===== config.mk =====
export PLATFORM = sky130hd
export DESIGN_NAME = mesh_xy_router_five_port_unit
export DESIGN_NICKNAME = d
export VERILOG_FILES = /design/src/sv/mxr_pkg.sv /design/src/sv/mxr_lane.sv /design/src/sv/mxr_xbar.sv /design/src/sv/mesh_xy_router_five_port_unit.sv
export SDC_FILE = /design/constraint.sdc
export NUM_CORES = 2
export LEC_CHECK = 0
export BUFFER_PORTS_ARGS = -buffer_cell sky130_fd_sc_hd__buf_2
export CELL_PAD_IN_SITES_DETAIL_PLACEMENT = 0
export CELL_PAD_IN_SITES_GLOBAL_PLACEMENT = 1
export CORE_MARGIN = 4
export CORE_UTILIZATION = 35
export CTS_CLUSTER_DIAMETER = 150
export DETAILED_ROUTE_END_ITERATION = 7
export GPL_TIMING_DRIVEN = 0
export PLACE_DENSITY_LB_ADDON = 0.12
export SLEW_MARGIN = 0
export SYNTH_ARGS = -nofsm -noshare
export SYNTH_HDL_FRONTEND = slang
export SYNTH_HIERARCHICAL = 1
export SYNTH_SLANG_ARGS = --single-unit

===== constraint.sdc =====
create_clock -name clk -period 15.6 [get_ports clk]
set_input_delay 1.56 -clock clk [delete_from_list [all_inputs] [get_ports clk]]
set_output_delay 1.56 -clock clk [all_outputs]
set_load 0.05 [all_outputs]

===== src/sv/mxr_pkg.sv =====
package mxr_pkg;

  localparam int NUM_PORTS = 5;
  localparam int ROUTE_W   = 3;
  localparam int COORD_W   = 2;

  localparam int DEST_X_LO = 24;
  localparam int DEST_Y_LO = 22;

  localparam logic [ROUTE_W-1:0] PORT_N = 3'd0;
  localparam logic [ROUTE_W-1:0] PORT_W = 3'd1;
  localparam logic [ROUTE_W-1:0] PORT_S = 3'd2;
  localparam logic [ROUTE_W-1:0] PORT_E = 3'd3;
  localparam logic [ROUTE_W-1:0] PORT_L = 3'd4;

  localparam logic [ROUTE_W-1:0] ROUTE_NONE = 3'd0;

  localparam logic REG_NODE_X = 1'b0;
  localparam logic REG_NODE_Y = 1'b1;

  typedef struct packed {
    logic               nonempty;
    logic [ROUTE_W-1:0] route;
  } mxr_lane_stat_t;

  function automatic logic [ROUTE_W-1:0] route_of(
    input logic [COORD_W-1:0] dest_x,
    input logic [COORD_W-1:0] dest_y,
    input logic [COORD_W-1:0] node_x,
    input logic [COORD_W-1:0] node_y
  );
    logic [ROUTE_W-1:0] r;
    if (dest_x > node_x) begin
      r = PORT_E;
    end else if (dest_x < node_x) begin
      r = PORT_W;
    end else if (dest_y > node_y) begin
      r = PORT_S;
    end else if (dest_y < node_y) begin
      r = PORT_N;
    end else begin
      r = PORT_L;
    end
    return r;
  endfunction

endpackage


===== src/sv/mxr_lane.sv =====
module mxr_lane
  import mxr_pkg::*;
#(
  parameter int PORT_ID      = 0,
  parameter int BUFFER_DEPTH = 8,
  parameter int FLIT_WIDTH   = 32
) (
  input  logic                  clk,
  input  logic                  rst_n,
  input  logic                  en,
  input  logic [COORD_W-1:0]    node_x,
  input  logic [COORD_W-1:0]    node_y,
  input  logic [FLIT_WIDTH-1:0] flit_in,
  input  logic                  arrive,
  input  logic                  own_ready,
  input  logic                  pop,
  output logic [FLIT_WIDTH-1:0] head,
  output mxr_lane_stat_t        stat,
  output logic                  uturn,
  output logic                  not_full
);

  localparam int CW = $clog2(BUFFER_DEPTH + 1);
  localparam int PW = $clog2(BUFFER_DEPTH);
  localparam logic [CW-1:0] DEPTH_C = CW'(BUFFER_DEPTH);
  localparam logic [PW-1:0] LAST_PTR = PW'(BUFFER_DEPTH - 1);
  localparam logic [ROUTE_W-1:0] OWN_PORT = ROUTE_W'(PORT_ID);

  logic [FLIT_WIDTH-1:0] mem [BUFFER_DEPTH];
  logic [CW-1:0]      count_r, count_nxt, count_after_pop;
  logic [PW-1:0]      rd_ptr_r, rd_ptr_nxt, wr_ptr_r, wr_ptr_nxt;
  logic [ROUTE_W-1:0] held_route_r, held_route_nxt, r;
  logic               empty, push;

  assign empty = (count_r == '0);
  assign head  = mem[rd_ptr_r];
  assign r     = route_of(head[DEST_X_LO +: COORD_W], head[DEST_Y_LO +: COORD_W],
                          node_x, node_y);

  always_comb begin
    uturn          = 1'b0;
    held_route_nxt = held_route_r;
    if (own_ready) begin
      if (empty) begin
        held_route_nxt = ROUTE_NONE;
      end else if (r == OWN_PORT) begin
        uturn = 1'b1;
      end else begin
        held_route_nxt = r + 3'd1;
      end
    end
  end

  assign stat.nonempty = !empty;
  assign stat.route    = held_route_nxt;

  assign count_after_pop = count_r - {{(CW-1){1'b0}}, pop};
  assign push            = arrive && (count_after_pop < DEPTH_C);
  assign count_nxt       = count_after_pop + {{(CW-1){1'b0}}, push};
  assign not_full        = (count_nxt < DEPTH_C);

  assign rd_ptr_nxt = !pop ? rd_ptr_r : (rd_ptr_r == LAST_PTR) ? '0 : rd_ptr_r + 1'b1;
  assign wr_ptr_nxt = !push ? wr_ptr_r : (wr_ptr_r == LAST_PTR) ? '0 : wr_ptr_r + 1'b1;

  always_ff @(posedge clk) begin
    if (!rst_n) begin
      count_r      <= '0;
      rd_ptr_r     <= '0;
      wr_ptr_r     <= '0;
      held_route_r <= ROUTE_NONE;
    end else if (en) begin
      count_r      <= count_nxt;
      rd_ptr_r     <= rd_ptr_nxt;
      wr_ptr_r     <= wr_ptr_nxt;
      held_route_r <= held_route_nxt;
    end
  end

  always_ff @(posedge clk) begin
    if (en && push) begin
      mem[wr_ptr_r] <= flit_in;
    end
  end

endmodule


===== src/sv/mxr_xbar.sv =====
module mxr_xbar
  import mxr_pkg::*;
#(
  parameter int FLIT_WIDTH = 32
) (
  input  mxr_lane_stat_t [NUM_PORTS-1:0]                 stat,
  input  logic           [NUM_PORTS-1:0][FLIT_WIDTH-1:0] head,
  input  logic           [NUM_PORTS-1:0]                 ready,
  output logic           [NUM_PORTS-1:0][FLIT_WIDTH-1:0] send,
  output logic           [NUM_PORTS-1:0]                 send_valid,
  output logic           [NUM_PORTS-1:0]                 pop
);

  // Fixed priority: lowest input index wins; an input never holds a route to itself.
  always_comb begin
    send       = '0;
    send_valid = '0;
    pop        = '0;
    for (int q = 0; q < NUM_PORTS; q++) begin
      if (ready[q]) begin
        for (int s = 0; s < NUM_PORTS; s++) begin
          if (!send_valid[q] && stat[s].nonempty && stat[s].route == ROUTE_W'(q + 1)) begin
            send[q]       = head[s];
            send_valid[q] = 1'b1;
            pop[s]        = 1'b1;
          end
        end
      end
    end
  end

endmodule


===== src/sv/mesh_xy_router_five_port_unit.sv =====
// Results of an item appear on the out_ ports in the cycle after it is taken.
// Throughput: one item per cycle unless in_stall holds the input; route, crossbar
// arbitration and buffer update all complete together in the per-port lanes and the crossbar.
// Reset (rst_n low, synchronous): buffer counts, pointers, held routes, node
// coordinates and the output register are cleared; buffer storage is not.
module mesh_xy_router_five_port_unit
  import mxr_pkg::*;
#(
  parameter int BUFFER_DEPTH = 8,
  parameter int FLIT_WIDTH   = 32
) (
  input  logic                  clk,
  input  logic                  rst_n,
  input  logic                  cfg_we,
  input  logic                  cfg_index,
  input  logic [COORD_W-1:0]    cfg_wdata,
  input  logic                  in_valid,
  output logic                  in_stall,
  input  logic [FLIT_WIDTH-1:0] in_flit_north,
  input  logic [FLIT_WIDTH-1:0] in_flit_west,
  input  logic [FLIT_WIDTH-1:0] in_flit_south,
  input  logic [FLIT_WIDTH-1:0] in_flit_east,
  input  logic [FLIT_WIDTH-1:0] in_flit_local,
  input  logic [NUM_PORTS-1:0]  in_arrive_valid,
  input  logic [NUM_PORTS-1:0]  in_downstream_ready,
  output logic                  out_valid,
  input  logic                  out_stall,
  output logic [FLIT_WIDTH-1:0] out_send_north,
  output logic [FLIT_WIDTH-1:0] out_send_west,
  output logic [FLIT_WIDTH-1:0] out_send_south,
  output logic [FLIT_WIDTH-1:0] out_send_east,
  output logic [FLIT_WIDTH-1:0] out_send_local,
  output logic [NUM_PORTS-1:0]  out_send_valid,
  output logic [NUM_PORTS-1:0]  out_accept_ready,
  output logic [NUM_PORTS-1:0]  out_uturn_error
);

  logic [COORD_W-1:0] node_x_r, node_y_r;
  logic               out_valid_r;
  logic               acc;

  logic           [NUM_PORTS-1:0][FLIT_WIDTH-1:0] flit_in, head, send, send_r;
  mxr_lane_stat_t [NUM_PORTS-1:0]                 stat;
  logic           [NUM_PORTS-1:0] pop, uturn, not_full, send_valid;
  logic           [NUM_PORTS-1:0] send_valid_r, accept_ready_r, uturn_r;

  assign in_stall = out_valid_r && out_stall;
  assign acc      = in_valid && !in_stall;

  assign flit_in[PORT_N] = in_flit_north;
  assign flit_in[PORT_W] = in_flit_west;
  assign flit_in[PORT_S] = in_flit_south;
  assign flit_in[PORT_E] = in_flit_east;
  assign flit_in[PORT_L] = in_flit_local;

  always_ff @(posedge clk) begin
    if (!rst_n) begin
      node_x_r <= '0;
      node_y_r <= '0;
    end else if (cfg_we) begin
      case (cfg_index)
        REG_NODE_X: node_x_r <= cfg_wdata;
        REG_NODE_Y: node_y_r <= cfg_wdata;
        default: ;
      endcase
    end
  end

  for (genvar p = 0; p < NUM_PORTS; p++) begin : g_lane
    mxr_lane #(
      .PORT_ID      (p),
      .BUFFER_DEPTH (BUFFER_DEPTH),
      .FLIT_WIDTH   (FLIT_WIDTH)
    ) u_lane (
      .clk       (clk),
      .rst_n     (rst_n),
      .en        (acc),
      .node_x    (node_x_r),
      .node_y    (node_y_r),
      .flit_in   (flit_in[p]),
      .arrive    (in_arrive_valid[p]),
      .own_ready (in_downstream_ready[p]),
      .pop       (pop[p]),
      .head      (head[p]),
      .stat      (stat[p]),
      .uturn     (uturn[p]),
      .not_full  (not_full[p])
    );
  end

  mxr_xbar #(
    .FLIT_WIDTH (FLIT_WIDTH)
  ) u_xbar (
    .stat       (stat),
    .head       (head),
    .ready      (in_downstream_ready),
    .send       (send),
    .send_valid (send_valid),
    .pop        (pop)
  );

  always_ff @(posedge clk) begin
    if (!rst_n) begin
      out_valid_r    <= 1'b0;
      send_r         <= '0;
      send_valid_r   <= '0;
      accept_ready_r <= '0;
      uturn_r        <= '0;
    end else begin
      if (acc) begin
        out_valid_r    <= 1'b1;
        send_r         <= send;
        send_valid_r   <= send_valid;
        accept_ready_r <= not_full;
        uturn_r        <= uturn;
      end else if (!out_stall) begin
        out_valid_r <= 1'b0;
      end
    end
  end

  assign out_valid        = out_valid_r;
  assign out_send_north   = send_r[PORT_N];
  assign out_send_west    = send_r[PORT_W];
  assign out_send_south   = send_r[PORT_S];
  assign out_send_east    = send_r[PORT_E];
  assign out_send_local   = send_r[PORT_L];
  assign out_send_valid   = send_valid_r;
  assign out_accept_ready = accept_ready_r;
  assign out_uturn_error  = uturn_r;

  a_acc_gives_result: assert property (@(posedge clk) disable iff (!rst_n)
    acc |=> out_valid_r)
    else $error("accepted item produced no result");

  a_pop_nonempty: assert property (@(posedge clk) disable iff (!rst_n)
    (pop & ~{stat[4].nonempty, stat[3].nonempty, stat[2].nonempty,
             stat[1].nonempty, stat[0].nonempty}) == '0)
    else $error("pop from empty buffer");

  a_send_matches_pop: assert property (@(posedge clk) disable iff (!rst_n)
    $countones(send_valid) == $countones(pop))
    else $error("send count differs from pop count");

  a_idle_north_zero: assert property (@(posedge clk) disable iff (!rst_n)
    !send_valid_r[PORT_N] |-> send_r[PORT_N] == '0)
    else $error("idle north output carries data");

  a_idle_local_zero: assert property (@(posedge clk) disable iff (!rst_n)
    !send_valid_r[PORT_L] |-> send_r[PORT_L] == '0)
    else $error("idle local output carries data");

endmodule


==> impl.org <==
** Routing
- Final Routed Wirelength :: 248000 um
- Iteration-0 DRC count of the detailed router :: 4241
- Number of routed nets with antenna violations :: 0
- After detailed routing, the number of remaining DRC violations is 0.
- The first detailed-routing pass ran for 6 iterations.
- The final route contains 44600 vias.
- After detailed routing, the number of vias per cell comes to 5.50.
- Avg WL per Cell :: slightly above 30 um

** Flow run
- Across the run, the number of max-cap violations was 0.

** Setup path
- Startpoint type of the worst setup path :: flop
- Nature of the critical path endpoint :: flop
- Across all register-to-register paths, the minimum setup slack is 6150 ps.
- Counting cells, the worst reg-to-reg path comes to 27.
- Largest driver fanout on the critical path :: 10
- Data on the critical path arrives at its endpoint at 9960 ps.
- Worst setup path end :: g_lane[4].u_lane/mem[1][20]$_DFFE_PP_
- The worst setup path is of the flop to flop kind.
- In this run the critical register-to-register path is captured at g_lane[4].u_lane/mem[1][20]$_DFFE_PP_.
- Crit path required time :: around 16000 ps

** Floorplanning
- Starting density of the core :: 0.352
- Number of ports placed on the die boundary :: roughly 360
- After floorplanning, the core was divided into 164 placement rows.
- Core region area :: roughly 200000 um2
- The die covers about 210000 um2.
- Measured along the y axis, the die boundary spans 456 um.
- The floorplan step set the die width to 456 um.

** Clocking
- Setup repair bufs after CTS :: 0
- Cts-stage hold buffer count :: 0
- Clock latency on the worst-skew pair, taken at its later pin, is 830 ps.
- Resized Gates After CTS :: 0
- CTS H-Tree Depth :: 4
- Number of sinks driven by the clock tree :: 1540
- TritonCTS built the clock tree.
- The clock passes through at most 3 buffers.
- TritonCTS buffer count :: 170
- Clock-pin slew was measured on the worst setup and hold paths at 60 ps.
- Clock root buffer :: sky130_fd_sc_hd__clkbuf_16

** Timing
- Final critical path time including I/O delays and setup :: 9450 ps
- Setup repair after global routing left no endpoint under its margin.
- The final hold violation count is 0.
- Measured against its own limit, the worst slew margin works out to 0.0942.
- The max-slew violation count is 0.
- Setup-failing EPs final :: 0
- Fraction of the cycle the final worst path needs :: 0.606
- For the pin with the worst max-slew slack, the measured transition is 1340 ps.
- Summed over all failing endpoints, the final setup total negative slack is 0 ps.
- Worst Clk Skew :: 39.6 ps
- For this run, the top clock speed supported by timing is 106 MHz.

** Place
- After detailed placement, the total cell area comes to 77400 um2.
- Post-placement cell count :: ~8000
- Detailed placement HPWL :: 190000 um
- Port bufs :: 351
- Routability-driven placement finished with a final weighted congestion of between 0.9 and 1.

** Pwr
- PnR Total Power :: 9.55 mW
- IR Drop Worst-Case VDD :: 0.110 mV
- Pwr dens :: 115 nW/um2
- For this design the static power due to leakage is 28.0 nW.

** Yosys
- Proportion of synthesized flip-flops having asynchronous set or reset :: 0
- The synthesized design contains approximately 1500 register bits.
- Post-synth EDFFs :: 1280
- Synthesis handed over a netlist of 4599 instances.
- Unique cell type count in the Yosys netlist :: 91
- Total of warnings raised by yosys :: 6
- The synthesized netlist occupies a cell area of 70400 um2.
- For this run, the leading register cell type out of synthesis is sky130_fd_sc_hd__edfxtp_1.
- Post-Syn Area per Cell :: 15.3 um2
- When the netlist entered floorplanning its net count stood at 4840.
- Of the synthesized area, sequential elements account for 0.620.

** Min path
- The worst hold path belongs to the class flop to flop.

** Global routing
- Antenna violations before repair :: 38
- Across every metal layer, demand over resource in global routing totals 0.233.
- Via count of the first global-routing pass :: 44400
- The first global-routing pass estimated 346000 um of wire.
- Largest net degree at the start of global routing :: 34
- After global routing the overflow that remains totals 0.

** Layout
- Signed area change from the synthesized netlist to the final layout :: 17.8%
- Once layout is complete, the utilization of the core stands at 0.415.
- Final cell area excluding filler cells :: 82900 um2
- After the last flow step, the layout net total stands at 5534.
- In the final layout, the share of cells above drive strength 1 is 0.297.
- Fill cell total of the finished layout :: 18500
- Non-filler cells, final :: 8104

** Status
- The flow ran to the end, and the final reports show no timing, DRC or antenna violations.
flip-flops by register name (all words and copies together) (netlist names), named ones only:
register,cells
g_lane.u_lane/mem,1280
out_send_west,32
out_send_east,32
g_lane.u_lane/count_r,20
node_x_r,2
out_accept_ready,5
out_send_north,32
out_uturn_error,5
g_lane.u_lane/held_route_r,15
out_send_valid,5
node_y_r,2
out_valid,1
g_lane.u_lane/rd_ptr_r,15
out_send_south,32
g_lane.u_lane/wr_ptr_r,15
out_send_local,32
area by class of cell:
type                            instances  area [um2]  area share
Antenna cell                           15        37.5    0.000453
Timing Repair Buffer                  522        3460      0.0418
Buffer                                369        2190      0.0264
Inverter                               60         225     0.00272
Clock buffer                          222        4580      0.0552
Tap cell                             2656        3320      0.0401
Clock inverter                         90         905      0.0109
Sequential cell                      1540       43600       0.526
Multi-Input combinational cell       2630       24600       0.296
metrics by stage:
stage,hold WS [ps],setup slack [ps]
floorplan,430,6300
global placement,445,408
detailed placement,447,6240
CTS,455,6190
global route,474,5620
finish,457,6150
cells by family after synthesis:
logic type               share of synthesized area
AO/OA/AOI/OAI                               0.0826
XOR/XNOR                                   0.00347
adder cells (fa/ha/maj)                     0.0112
buffers and inverters                       0.0343
flip-flops                                   0.620
multiplexers                                 0.155
AND/OR/NAND/NOR                             0.0930
layer usage:
layer	vias to the layer above	share of wire	global-route usage
li1	19800	-	-
met1	22900	0.43	0.311
met2	1410	0.48	0.387
met5	-	0.00060	0
met4	24	0.033	0.0750
met3	411	0.053	0.0414
Yosys cell counts, drive strengths merged (5+ instances only):
library cell	instances	share of area
or2	5	0.00044
nand4	10	0.00089
nor4bb	10	0.0014
and3	36	0.0032
nor3b	22	0.0025
o21a	5	0.00053
edfxtp	1280	0.55
nor4	11	0.0012
a21oi	195	0.014
a21boi	9	0.0011
and4b	8	0.0011
nor3	18	0.0013
nor2b	32	0.0028
inv	60	0.0032
nor4b	11	0.0015
buf	154	0.019
clkbuf	214	0.012
nand3b	6	0.00064
a221oi	32	0.0040
xor2	14	0.0017
nand2b	13	0.0012
and2	18	0.0016
nor2	99	0.0053
nand4b	8	0.0010
a221o	31	0.0044
nand2	453	0.024
o211ai	7	0.00075
ha	63	0.011
mux2	150	0.024
a31oi	15	0.0013
mux4	320	0.11
xnor2	13	0.0017
dfxtp	260	0.074
o21ai	303	0.031
o311ai	32	0.0040
nand3	387	0.040
o221a	97	0.016
mux2i	131	0.019
nand4bb	5	0.00080
placed cells by master (no fill, tap or decap), types with 13 or more instances in the layout:
cell | synthesis | final
sky130_fd_sc_hd__clkinv_1 | 0 | 28
sky130_fd_sc_hd__mux2i_1 | 131 | 131
sky130_fd_sc_hd__clkbuf_1 | 211 | 249
sky130_fd_sc_hd__ha_1 | 63 | 63
sky130_fd_sc_hd__nor2_1 | 99 | 94
sky130_fd_sc_hd__xor2_1 | 14 | 14
sky130_fd_sc_hd__o221a_2 | 35 | 35
sky130_fd_sc_hd__diode_2 | 0 | 15
sky130_fd_sc_hd__clkinv_2 | 0 | 26
sky130_fd_sc_hd__mux4_1 | 196 | 196
sky130_fd_sc_hd__o21ai_2 | 174 | 174
sky130_fd_sc_hd__and3_1 | 36 | 36
sky130_fd_sc_hd__inv_1 | 60 | 60
sky130_fd_sc_hd__edfxtp_1 | 1280 | 1280
sky130_fd_sc_hd__a21oi_1 | 195 | 195
sky130_fd_sc_hd__buf_4 | 10 | 88
sky130_fd_sc_hd__dfxtp_1 | 260 | 260
sky130_fd_sc_hd__buf_12 | 20 | 25
sky130_fd_sc_hd__nand2b_1 | 13 | 13
sky130_fd_sc_hd__clkbuf_16 | 0 | 172
sky130_fd_sc_hd__mux2_2 | 150 | 150
sky130_fd_sc_hd__a31oi_1 | 15 | 15
sky130_fd_sc_hd__o221a_1 | 62 | 62
sky130_fd_sc_hd__buf_2 | 52 | 403
sky130_fd_sc_hd__nand2_1 | 452 | 452
sky130_fd_sc_hd__nand3_1 | 213 | 213
sky130_fd_sc_hd__a221oi_1 | 32 | 32
sky130_fd_sc_hd__buf_6 | 46 | 126
sky130_fd_sc_hd__o311ai_0 | 32 | 32
sky130_fd_sc_hd__mux4_2 | 124 | 124
sky130_fd_sc_hd__nor2b_1 | 32 | 32
sky130_fd_sc_hd__and2_1 | 18 | 18
sky130_fd_sc_hd__buf_1 | 26 | 26
sky130_fd_sc_hd__a221o_1 | 31 | 31
sky130_fd_sc_hd__nand3_2 | 174 | 174
sky130_fd_sc_hd__o21ai_0 | 125 | 125
where the power goes:
group          total [mW]  switching (mW)  internal, mW  leakage (nW)
clock                3.95            1.67          2.28          2.66
sequential           4.56          0.0422          4.52          13.7
combinational        1.03           0.711         0.319          11.7
total                9.55            2.43          7.12          28.0
worst max-delay path: stages (launching register included):
cell and delay [ps]:
sky130_fd_sc_hd__dfxtp_1 300, sky130_fd_sc_hd__buf_2 250, sky130_fd_sc_hd__clkbuf_1 660, sky130_fd_sc_hd__mux4_2 400, sky130_fd_sc_hd__mux2_2 420, sky130_fd_sc_hd__ha_1 390
sky130_fd_sc_hd__nor2b_1 210, sky130_fd_sc_hd__nor2_1 60, sky130_fd_sc_hd__a31oi_1 170, sky130_fd_sc_hd__ha_1 320, sky130_fd_sc_hd__o41ai_4 160, sky130_fd_sc_hd__o21a_1 190
sky130_fd_sc_hd__o21ai_0 450, sky130_fd_sc_hd__nor4bb_1 440, sky130_fd_sc_hd__clkbuf_1 530, sky130_fd_sc_hd__nor4b_2 240, sky130_fd_sc_hd__and2_1 210, sky130_fd_sc_hd__buf_2 220
sky130_fd_sc_hd__or4b_1 780, sky130_fd_sc_hd__ha_1 350, sky130_fd_sc_hd__nor3b_2 170, sky130_fd_sc_hd__xnor2_1 310, sky130_fd_sc_hd__nand4_1 350, sky130_fd_sc_hd__nor3_2 790
sky130_fd_sc_hd__buf_6 230, sky130_fd_sc_hd__buf_6 150, sky130_fd_sc_hd__buf_6 160, sky130_fd_sc_hd__buf_6 180
how the worst min path moves through the flow:
stage	start	endpoint	slack, ps	depth (start not counted)
after floorplan	g_lane[4].u_lane/held_route_r[1]$_SDFFE_PN0P_	g_lane[4].u_lane/held_route_r[1]$_SDFFE_PN0P_	430	2
after global placement	out_send_west[4]$_SDFFE_PN0P_	out_send_west[4]$_SDFFE_PN0P_	450	2
after detailed placement	out_send_local[22]$_SDFFE_PN0P_	out_send_local[22]$_SDFFE_PN0P_	450	2
after CTS	out_send_west[12]$_SDFFE_PN0P_	out_send_west[12]$_SDFFE_PN0P_	450	2
after global routing	out_send_west[4]$_SDFFE_PN0P_	out_send_west[4]$_SDFFE_PN0P_	470	2
final	out_send_local[22]$_SDFFE_PN0P_	out_send_local[22]$_SDFFE_PN0P_	460	2
Power figures use the tool's default switching activity.
